<file path="src/rtl/core/ffpa_pkg.sv">
// Package for the first-fit partition allocator.
// Holds the opcode and status codes, the sequencer state type and the default sizes.
// No dependencies.
package ffpa_pkg;

  // Default sizes for the top-level parameters
  localparam int TABLE_DEPTH_DEF = 16;
  localparam int LENGTH_BITS_DEF = 16;

  // Request opcodes
  localparam logic [1:0] OP_APPEND  = 2'd0;
  localparam logic [1:0] OP_ALLOC   = 2'd1;
  localparam logic [1:0] OP_RELEASE = 2'd2;

  // Result status codes
  localparam logic [1:0] ST_OK       = 2'd0;
  localparam logic [1:0] ST_NO_FIT   = 2'd1;
  localparam logic [1:0] ST_NO_OWNER = 2'd2;
  localparam logic [1:0] ST_FULL     = 2'd3;

  // Sequencer states
  typedef enum logic [3:0] {
    S_IDLE,
    S_SCAN,
    S_WALK_DN,
    S_WALK_UP,
    S_WR_MERGE,
    S_SHIFT,
    S_WR_REST,
    S_WR_HEAD,
    S_DONE
  } state_t;

endpackage

</file>
<file path="src/rtl/core/first_fit_partition_allocator_unit.sv">
// First-fit partition allocator: partition table in a single-port-write memory,
// walked by one shared compare/add unit under a small sequencer.
// Depends on ffpa_pkg.
//
//  channel  | direction | tdata fields (lowest bit first)
//  s_axis   | in        | opcode[1:0], process_id[9:2], request_length[25:10]
//  m_axis   | out       | status[1:0], entry_index[5:2], entry_count[10:6]
//
// Steps per item: append and unknown opcodes go from accept straight to the
// result. Allocate scans the entries; a split then moves the entries after
// the split point up by one and writes the free rest and the used head.
// Release scans the entries, walks the free neighbours below and above,
// writes the merged entry and moves the entries after the merged run down.
// The one memory read port paces every scan and move, one entry per cycle.
// Reset clears the entry count and the control state; the table memory is
// not cleared, entries at or above the count are never read.
// One item is worked on at a time; a finished result waits in the output
// register, and the next result waits in the sequencer until it is taken.
module first_fit_partition_allocator_unit
  import ffpa_pkg::*;
#(
  parameter int TABLE_DEPTH = TABLE_DEPTH_DEF,
  parameter int LENGTH_BITS = LENGTH_BITS_DEF
) (
  input  logic        clk,
  input  logic        rst,
  input  logic        s_axis_tvalid,
  output logic        s_axis_tready,
  input  logic [31:0] s_axis_tdata,  // opcode, process_id, request_length
  output logic        m_axis_tvalid,
  input  logic        m_axis_tready,
  output logic [15:0] m_axis_tdata   // status, entry_index, entry_count
);

  localparam int IW = (TABLE_DEPTH > 1) ? $clog2(TABLE_DEPTH) : 1;
  localparam int CW = $clog2(TABLE_DEPTH + 1);
  localparam int EW = LENGTH_BITS + 9;
  localparam logic [CW-1:0] DEPTH_C = CW'(TABLE_DEPTH);
  localparam logic [CW-1:0] ONE_C   = CW'(1);
  localparam logic [LENGTH_BITS-1:0] LEN_MAX = {LENGTH_BITS{1'b1}};

  // Partition table: {used, owner, length}
  logic [EW-1:0] mem [TABLE_DEPTH];
  logic [EW-1:0] mem_rdata;
  logic          mem_we;
  logic [IW-1:0] mem_waddr;
  logic [IW-1:0] mem_raddr;
  logic [EW-1:0] mem_wdata;

  // Sequencer registers
  state_t           state, state_next;
  logic [CW-1:0]    count, count_next;
  logic [1:0]       op, op_next;
  logic [7:0]       pid, pid_next;
  logic [LENGTH_BITS-1:0] len, len_next;
  logic [CW-1:0]    ptr, ptr_next;
  logic             chk, chk_next;
  logic [IW-1:0]    chk_idx, chk_idx_next;
  logic [IW-1:0]    f, f_next;
  logic [LENGTH_BITS-1:0] ent_len, ent_len_next;
  logic [IW-1:0]    lo, lo_next;
  logic [IW-1:0]    hi, hi_next;
  logic [LENGTH_BITS-1:0] sum, sum_next;
  logic [IW-1:0]    rm, rm_next;
  logic [CW-1:0]    sp, sp_next;
  logic [CW-1:0]    mv_left, mv_left_next;
  logic             pend, pend_next;
  logic [IW-1:0]    pend_dst, pend_dst_next;
  logic [1:0]       res_status, res_status_next;
  logic [IW-1:0]    res_idx, res_idx_next;
  logic             out_load;

  // Input item fields
  logic [1:0]             in_op;
  logic [7:0]             in_pid;
  logic [LENGTH_BITS-1:0] in_len;

  // Read data fields
  logic [LENGTH_BITS-1:0] rd_len;
  logic [7:0]             rd_own;
  logic                   rd_used;

  // Shared compare / add unit
  logic                   hit;
  logic [LENGTH_BITS:0]   add_wide;
  logic [LENGTH_BITS-1:0] add_sat;

  logic [31:0] idx_ext;
  logic [31:0] cnt_ext;

  assign in_op   = s_axis_tdata[1:0];
  assign in_pid  = s_axis_tdata[9:2];
  assign in_len  = LENGTH_BITS'(s_axis_tdata[25:10]);

  assign rd_len  = mem_rdata[LENGTH_BITS-1:0];
  assign rd_own  = mem_rdata[LENGTH_BITS+7:LENGTH_BITS];
  assign rd_used = mem_rdata[LENGTH_BITS+8];

  // Scan predicate: free and long enough, or used by the requesting owner
  assign hit = chk && ((op == OP_ALLOC) ? (!rd_used && (rd_len >= len))
                                        : (rd_used && (rd_own == pid)));

  // Saturating accumulate of merged lengths
  assign add_wide = {1'b0, sum} + {1'b0, rd_len};
  assign add_sat  = add_wide[LENGTH_BITS] ? LEN_MAX : add_wide[LENGTH_BITS-1:0];

  assign s_axis_tready = (state == S_IDLE);
  assign out_load      = (state == S_DONE) && (!m_axis_tvalid || m_axis_tready);

  assign idx_ext = 32'(res_idx);
  assign cnt_ext = 32'(count);

  // Table memory, registered read
  always_ff @(posedge clk) begin
    if (mem_we) begin
      mem[mem_waddr] <= mem_wdata;
    end
    mem_rdata <= mem[mem_raddr];
  end

  // Next state and datapath control
  always_comb begin
    state_next      = state;
    count_next      = count;
    op_next         = op;
    pid_next        = pid;
    len_next        = len;
    ptr_next        = ptr;
    chk_next        = chk;
    chk_idx_next    = chk_idx;
    f_next          = f;
    ent_len_next    = ent_len;
    lo_next         = lo;
    hi_next         = hi;
    sum_next        = sum;
    rm_next         = rm;
    sp_next         = sp;
    mv_left_next    = mv_left;
    pend_next       = pend;
    pend_dst_next   = pend_dst;
    res_status_next = res_status;
    res_idx_next    = res_idx;
    mem_we          = 1'b0;
    mem_waddr       = '0;
    mem_wdata       = '0;
    mem_raddr       = '0;

    case (state)
      S_IDLE: begin
        if (s_axis_tvalid) begin
          op_next  = in_op;
          pid_next = in_pid;
          len_next = in_len;
          ptr_next = '0;
          chk_next = 1'b0;
          case (in_op)
            OP_APPEND: begin
              if (count >= DEPTH_C) begin
                res_status_next = ST_FULL;
                res_idx_next    = '0;
              end else begin
                mem_we          = 1'b1;
                mem_waddr       = count[IW-1:0];
                mem_wdata       = {1'b0, 8'd0, in_len};
                count_next      = count + ONE_C;
                res_status_next = ST_OK;
                res_idx_next    = count[IW-1:0];
              end
              state_next = S_DONE;
            end
            OP_ALLOC, OP_RELEASE: begin
              state_next = S_SCAN;
            end
            default: begin
              res_status_next = ST_OK;
              res_idx_next    = '0;
              state_next      = S_DONE;
            end
          endcase
        end
      end

      // First-fit or owner search, one entry per cycle
      S_SCAN: begin
        if (hit) begin
          f_next       = chk_idx;
          ent_len_next = rd_len;
          chk_next     = 1'b0;
          if (op == OP_ALLOC) begin
            if (rd_len == len) begin
              mem_we          = 1'b1;
              mem_waddr       = chk_idx;
              mem_wdata       = {1'b1, pid, len};
              res_status_next = ST_OK;
              res_idx_next    = chk_idx;
              state_next      = S_DONE;
            end else if (count >= DEPTH_C) begin
              res_status_next = ST_FULL;
              res_idx_next    = '0;
              state_next      = S_DONE;
            end else begin
              sp_next      = count - ONE_C;
              mv_left_next = count - ONE_C - CW'(chk_idx);
              pend_next    = 1'b0;
              state_next   = S_SHIFT;
            end
          end else begin
            sum_next   = rd_len;
            lo_next    = chk_idx;
            hi_next    = chk_idx;
            ptr_next   = CW'(chk_idx);
            state_next = S_WALK_DN;
          end
        end else if (ptr < count) begin
          mem_raddr    = ptr[IW-1:0];
          chk_next     = 1'b1;
          chk_idx_next = ptr[IW-1:0];
          ptr_next     = ptr + ONE_C;
        end else begin
          res_status_next = (op == OP_ALLOC) ? ST_NO_FIT : ST_NO_OWNER;
          res_idx_next    = '0;
          chk_next        = 1'b0;
          state_next      = S_DONE;
        end
      end

      // Free run below the released entry
      S_WALK_DN: begin
        if (chk && rd_used) begin
          chk_next   = 1'b0;
          ptr_next   = CW'(f);
          state_next = S_WALK_UP;
        end else begin
          if (chk) begin
            sum_next = add_sat;
            lo_next  = chk_idx;
          end
          if (ptr == '0) begin
            chk_next   = 1'b0;
            ptr_next   = CW'(f);
            state_next = S_WALK_UP;
          end else begin
            mem_raddr    = IW'(ptr - ONE_C);
            chk_next     = 1'b1;
            chk_idx_next = IW'(ptr - ONE_C);
            ptr_next     = ptr - ONE_C;
          end
        end
      end

      // Free run above the released entry
      S_WALK_UP: begin
        if (chk && rd_used) begin
          chk_next   = 1'b0;
          state_next = S_WR_MERGE;
        end else begin
          if (chk) begin
            sum_next = add_sat;
            hi_next  = chk_idx;
          end
          if ((ptr + ONE_C) >= count) begin
            chk_next   = 1'b0;
            state_next = S_WR_MERGE;
          end else begin
            mem_raddr    = IW'(ptr + ONE_C);
            chk_next     = 1'b1;
            chk_idx_next = IW'(ptr + ONE_C);
            ptr_next     = ptr + ONE_C;
          end
        end
      end

      // Merged free entry, then close the gap
      S_WR_MERGE: begin
        mem_we       = 1'b1;
        mem_waddr    = lo;
        mem_wdata    = {1'b0, 8'd0, sum};
        rm_next      = hi - lo;
        sp_next      = CW'(hi) + ONE_C;
        mv_left_next = count - ONE_C - CW'(hi);
        pend_next    = 1'b0;
        state_next   = S_SHIFT;
      end

      // Entry move: up by one for a split, down by rm after a merge
      S_SHIFT: begin
        if (pend) begin
          mem_we    = 1'b1;
          mem_waddr = pend_dst;
          mem_wdata = mem_rdata;
        end
        if (mv_left != '0) begin
          mem_raddr    = sp[IW-1:0];
          pend_next    = 1'b1;
          mv_left_next = mv_left - ONE_C;
          if (op == OP_ALLOC) begin
            pend_dst_next = IW'(sp + ONE_C);
            sp_next       = sp - ONE_C;
          end else begin
            pend_dst_next = IW'(sp - CW'(rm));
            sp_next       = sp + ONE_C;
          end
        end else begin
          pend_next = 1'b0;
          if (!pend) begin
            if (op == OP_ALLOC) begin
              state_next = S_WR_REST;
            end else begin
              count_next      = count - CW'(rm);
              res_status_next = ST_OK;
              res_idx_next    = lo;
              state_next      = S_DONE;
            end
          end
        end
      end

      // Free remainder after the split point
      S_WR_REST: begin
        mem_we     = 1'b1;
        mem_waddr  = IW'(f + IW'(1));
        mem_wdata  = {1'b0, 8'd0, ent_len - len};
        state_next = S_WR_HEAD;
      end

      // Used head of the split entry
      S_WR_HEAD: begin
        mem_we          = 1'b1;
        mem_waddr       = f;
        mem_wdata       = {1'b1, pid, len};
        count_next      = count + ONE_C;
        res_status_next = ST_OK;
        res_idx_next    = f;
        state_next      = S_DONE;
      end

      S_DONE: begin
        if (out_load) begin
          state_next = S_IDLE;
        end
      end

      default: begin
        state_next = S_IDLE;
      end
    endcase
  end

  // Control registers
  always_ff @(posedge clk) begin
    if (rst) begin
      state         <= S_IDLE;
      count         <= '0;
      chk           <= 1'b0;
      pend          <= 1'b0;
      m_axis_tvalid <= 1'b0;
    end else begin
      state <= state_next;
      count <= count_next;
      chk   <= chk_next;
      pend  <= pend_next;
      if (out_load) begin
        m_axis_tvalid <= 1'b1;
      end else if (m_axis_tready) begin
        m_axis_tvalid <= 1'b0;
      end
    end
  end

  // Payload registers
  always_ff @(posedge clk) begin
    op         <= op_next;
    pid        <= pid_next;
    len        <= len_next;
    ptr        <= ptr_next;
    chk_idx    <= chk_idx_next;
    f          <= f_next;
    ent_len    <= ent_len_next;
    lo         <= lo_next;
    hi         <= hi_next;
    sum        <= sum_next;
    rm         <= rm_next;
    sp         <= sp_next;
    mv_left    <= mv_left_next;
    pend_dst   <= pend_dst_next;
    res_status <= res_status_next;
    res_idx    <= res_idx_next;
    if (out_load) begin
      m_axis_tdata <= {5'd0, cnt_ext[4:0], idx_ext[3:0], res_status};
    end
  end

`ifndef SYNTHESIS
  // Entry count stays within the table
  assert property (@(posedge clk) disable iff (rst) count <= DEPTH_C)
    else $error("entry count beyond table depth");

  // Neighbour walks only read the table
  assert property (@(posedge clk) disable iff (rst)
    (state == S_WALK_DN || state == S_WALK_UP) |-> !mem_we)
    else $error("table write during merge walk");

  // One item at a time: an accepted item closes the input
  assert property (@(posedge clk) disable iff (rst)
    (s_axis_tvalid && s_axis_tready) |=> !s_axis_tready)
    else $error("input reopened straight after accept");

  // A new result only comes from the completion state
  assert property (@(posedge clk) disable iff (rst)
    $rose(m_axis_tvalid) |-> $past(state) == S_DONE)
    else $error("result raised outside completion");

  // Failed requests report index zero
  assert property (@(posedge clk) disable iff (rst)
    (m_axis_tvalid && m_axis_tdata[1:0] != ST_OK) |-> m_axis_tdata[5:2] == 4'd0)
    else $error("non-zero index on failed request");
`endif

endmodule
</file>
<file path="config.mk">
export PLATFORM = sky130hd
export DESIGN_NAME = first_fit_partition_allocator_unit
export DESIGN_NICKNAME = d
export VERILOG_FILES = /design/src/rtl/core/ffpa_pkg.sv /design/src/rtl/core/first_fit_partition_allocator_unit.sv
export SDC_FILE = /design/constraint.sdc
export NUM_CORES = 1
export LEC_CHECK = 0
export BUFFER_PORTS_ARGS = -buffer_cell sky130_fd_sc_hd__buf_2
export CAP_MARGIN = 10
export CORE_MARGIN = 2
export CORE_UTILIZATION = 25
export DETAILED_ROUTE_END_ITERATION = 6
export HOLD_SLACK_MARGIN = 0.08
export PLACE_DENSITY = 0.37
export SYNTH_ARGS = -nofsm -noshare
export SYNTH_HDL_FRONTEND = slang
export SYNTH_SLANG_ARGS = --single-unit
</file>
<file path="constraint.sdc">
create_clock -name clk -period 12.55 [get_ports clk]
set_clock_uncertainty 0.1 [all_clocks]
set_input_delay 1.8825 -clock clk [delete_from_list [all_inputs] [get_ports clk]]
set_output_delay 1.8825 -clock clk [all_outputs]
set_load 0.05 [all_outputs]
</file>
# == Word level (Yosys, flattened, before mapping) ==
# Memory sizes are Yosys's and may differ from the RTL's. A register that Yosys moved wholly into a read port is not among the register bits.
# Cells that the tools add are included.
# op_classes
eq_ne,44
reduce_logical,38
mux,140
addsub,16
n_lt_le_gt_ge,4
# ops
op,count
$mux 4,49
$pmux 25 s6,1
$mux 16,8
$mux 5,25
$mux 25,4
$pmux 5 s3,3
$ne 2x2->1 const B,22
$pmux 4 s9,1
$pmux 16 s2,1
$pmux 4 s4,2
$mux 1,24
$pmux 4 s2,3
$pmux 4 s6,1
$mux 2,11
$reduce_and 7->1,3
$pmux 5 s4,1
$reduce_and 5->1,4
$sub 5x1->5 const B,4
$ne 3x3->1 const B,6
$add 16x16->17,1
$eq 16x16->1,1
$eq 4x3->1 const B,4
$ge 16x16->1,1
$sub 16x16->16,1
other kinds (36),61
# word_totals
ram_bits,400
register_bits,126
n_memories,1
out_inout_bits,18
inputBits,36
# memory_table
name,depth,word_bits,rd,rd_ports_with_merged_regs,wr,line_no,rtl
mem,16,25,1,1,1,first_fit_partition_allocator_unit.sv:43,logic [EW-1:0] mem [TABLE_DEPTH];

# == Longest topological paths before layout ==
# depth
word_depth,8
mapped_depth,18

# == Least setup slack after synthesis ==
# No wires, ideal clock.
# synth_path
path_type,input port to flip-flop
startpoint,input s_axis_tdata[0]
endpoint,memory mem[13][0] in the netlist's numbering (enable)
arrival_time_ns,4.522
t_required_ns,12.043
path_stages,9
slack_ns,7.521
path_cell_list,inv_1 > ha_1 > nor2b_1 > and3_1 > clkbuf_1 > a222oi_1 > a21boi_0 > or2_2 > nor2_1
# synth_via
elab_chain_cells,6
elab_cells_between_ends,9
cone_classes,mux (8); reduce/logical (1)
# synth_rtl
element,line_no,rtl
start: declaration,first_fit_partition_allocator_unit.sv:29,"input logic [31:0] s_axis_tdata,"
$logic_not 2->1 (*),first_fit_partition_allocator_unit.sv:156,case (in_op)
$mux 1,first_fit_partition_allocator_unit.sv:156,
$mux 1,first_fit_partition_allocator_unit.sv:150,if (s_axis_tvalid) begin
$pmux 1 s4,first_fit_partition_allocator_unit.sv:148,case (state)
$mux 1,first_fit_partition_allocator_unit.sv:115,if (mem_we) begin
$mux 1 (implied by the code),first_fit_partition_allocator_unit.sv:116,mem[mem_waddr] <= mem_wdata;
end: declaration,first_fit_partition_allocator_unit.sv:43,
# Mark *: on every way between the ends. The rest lies on a longest branch, timed or not.

# == Worst setup path in the final report ==
# layout_path
startpoint,register ptr[0]
endpoint,"register mem_rdata[9], read port of mem"
# layout_via
elab_chain_cells,5
elab_cells_between_ends,12
cone_classes,add/sub (2); order compare (2); mux (7); reduce/logical (1)
# layout_rtl
element,line_no,rtl
start: declaration,first_fit_partition_allocator_unit.sv:56,"logic [CW-1:0] ptr, ptr_next;"
start signal: assignment,first_fit_partition_allocator_unit.sv:375,ptr <= ptr_next;
$add 5x1->5,first_fit_partition_allocator_unit.sv:261,if ((ptr + ONE_C) >= count) begin
$ge 5x5->1,first_fit_partition_allocator_unit.sv:261,
$mux 4,first_fit_partition_allocator_unit.sv:261,
$mux 4,first_fit_partition_allocator_unit.sv:253,if (chk && rd_used) begin
$pmux 4 s4 (*),first_fit_partition_allocator_unit.sv:148,
end: declaration,first_fit_partition_allocator_unit.sv:44,logic [EW-1:0] mem_rdata;
# Marked as above.
# A chain may end at the register's enable or synchronous reset.

==> impl_metrics.ini <==
[outcome]
status = finished clean

[pwr]
p_int_uw = 3900
seq_power_share = 0.412
switching_share = 0.329
power_uw = 5810
p_sw_uw = 1910
powerDensity_nw_per_um2 = 200
pwr-share-comb = 0.247
ir_worst_vdd_uv = 92.7
p_clk_frac = 0.341
p_leak_uw = 0.0107

[clock_network]
cts_tree = built
clk_pin_slew_ps = 60
hold_buffers = 0
worstSkewPairLatency_ps = 630
clock-sinks = 550
h-tree-depth = 3
clockBufferDepth = 3
postCtsSetupBuffers = 0
cts_resized = 0
cts_root_buffer = clkbuf_16
cts_buffers = 68

[floorplan]
die_h_um = 319
start_util = 0.252
rows = 115
io_pins = 54
core-area_um2 = 98400
die_area_um2 = 102000
die_w_um = 319

[setup_path]
path_buf_inv = 2
cp-start-kind = flop
arrival_ps = 6190
worst-path-max-fanout = 123
critPathSlowestCell = o221a_4
cpPeakStageDelay_ps = 870
crit_chain = inv_1 -> ha_1 -> ha_1 -> nand2_1 -> o21ai_0 -> a31oi_1 -> and2_1 -> nor2_1 -> o221a_4 -> buf_12 -> mux2i_1 -> o22ai_1 -> a31oi_1 -> a211oi_1
cp.required_ps = 12900
critPathTopFamily = compound AO/OA/AOI/OAI gates
path_class = flop to flop
crit_path_end_kind = flop

[logic_synthesis]
async_flop_share = 0
synth_cell_types = 72
netlist_area_um2 = 24800
synth_top_cell_area_share = 0.621
ys_ff_latch = 550
syn_inst = 1942
synth_flop_cell = edfxtp_1
yosys_warnings = 0
synth_top_cell_by_area = edfxtp_1
avgSynthCellArea_um2 = 12.8
yosys-top-cells-area = edfxtp_1, ha_1, nand2_1, mux2i_1, dfxtp_1
synth-edff-count = 513
ys_seq_area_frac = 0.651

[route]
drtAntennaViolNets = 0
via_per_inst = 4.81
wl_mm = 77.8
first_iter_violations = 1331
post_drt_wl_per_cell_um = 23.2
dr.pass1.iters = 6
via_count = 16200
drc = 0

[sta]
rsz0062_at_grt = false
final_period_minus_worst_setup_slack_ps = 5830
post-route-period-util = 0.465
maxSlewHeadroom = 0.223
max_freq_mhz = 171
setup_viol = 0
setup_ws_ps = 6720
hold_ws_ps = 321
tightestPinTransition_ps = 1160
final_hold_viol_count = 0
slew_viol_final = 0
tns_ps = 0

[global_routing]
grt_usage = 0.152
grt_pass1_vias = 16300
grt_max_degree = 124
grt_pass1_wl_mm = 113
overflow = 0
antenna_found_initial = 2

[cells_and_area]
drive_above_1_share = 0.115
fin_cells = 3357
fill_cells = 10000
nets = 2138
antenna_cells = 0
area_growth_pct = 17.3

[placement]
pre_cts_ws_ps = 6670
dp.final_hpwl_mm = 47.6
placed_cells = 3230
io_buffers = 42
routabilityCongestion = 0.804

[min_path]
hold_class = flop to flop

[run]
maxCapViolCount = 0
-- stage by stage --
| step | utilization | cell area, µm² |
|---|---|---|
| after floorplan | - | 24800 |
| after global placement | 0.272 | 26800 |
| after detailed placement | 0.272 | 26800 |
| after CTS | 0.295 | 29100 |
| after global routing | 0.296 | 29100 |
| final | 0.296 | 29100 |
-- registers in the layout, summed over array words and instances (netlist names), 5 cells and up --
name and flops:
mem 400, sum 16, len 16, mv_left 5, mem_rdata 25, ent_len 16, pid 8, m_axis_tdata 11
ptr 5, count 5
-- final cells by class --
type,instances,area (µm²),share of cell area
clock inverters,31,398,0.0137
multi-input cells,1239,8220,0.282
inverters,60,225,0.00774
well taps,1287,1610,0.0553
clock buffers,95,1870,0.0644
flip-flops and latches,550,16100,0.555
repair buffers,95,627,0.0215
-- cell families (layout without fill, tap and decap cells) --
kind of cell    count (synthesis)  after routing  synth area share
flops                         550            550             0.651
compound gates                419            419             0.114
mux                            95             95            0.0384
xor+xnor                       63             63            0.0222
simple gates                  569            569             0.102
buf+inv                       157            281            0.0262
fa+ha+maj                      88             88            0.0462
other cells                     1              5          0.000151
-- cells in the final DEF, fill, tap and decap left out, types with 43 or more instances in the layout --
master / n
edfxtp_1: 513
nand2_1: 259
a21oi_1: 120
nand3_1: 105
mux2i_1: 93
nor2_1: 91
ha_1: 82
clkbuf_16: 68
inv_1: 60
buf_4: 51
a31oi_1: 43
-- per-layer routing --
layer	GRT usage	part of all wire	vias up
li1	-	-	7492
met4	0.0384	0.018	0
met2	0.250	0.47	365
met3	0.0267	0.048	84
met1	0.206	0.46	8210
met5	0	0	-
-- synth_stat cells (25+ instances only) --
cell        n
edfxtp_1  513
nand3_1   105
xor2_1     25
xnor2_1    38
o22ai_1    39
a21oi_1   121
mux2i_1    93
ha_1       82
nor2_1    109
nand2_1   261
a31oi_1    43
a211oi_1   25
dfxtp_1    37
buf_2      32
inv_1      60
clkbuf_1   53
o21ai_0    35
-- power by group through the flow --
stage          sequential [µW]  combinational, µW  clock (µW)
6_report                  2390               1440        1980
5_1_grt                   2410               1600        2120
4_1_cts                   2390               1450        2050
3_5_place_dp              2430               1440           0
3_3_place_gp              2430               1430           0
2_1_floorplan             2380                980           0
-- final timing paths --
path	startpoint	to	slack, ps	cells after the start
setup / recovery	ptr[0]$_DFFE_PP_	mem_rdata[9]$_DFF_P_	6720	14
hold / removal	res_idx[0]$_DFFE_PP_	m_axis_tdata[2]$_DFFE_PP_	320	0
setup reg to reg	ptr[0]$_DFFE_PP_	mem_rdata[9]$_DFF_P_	6720	14
hold reg to reg	res_idx[0]$_DFFE_PP_	m_axis_tdata[2]$_DFFE_PP_	320	0
Power figures use the tool's default switching activity.
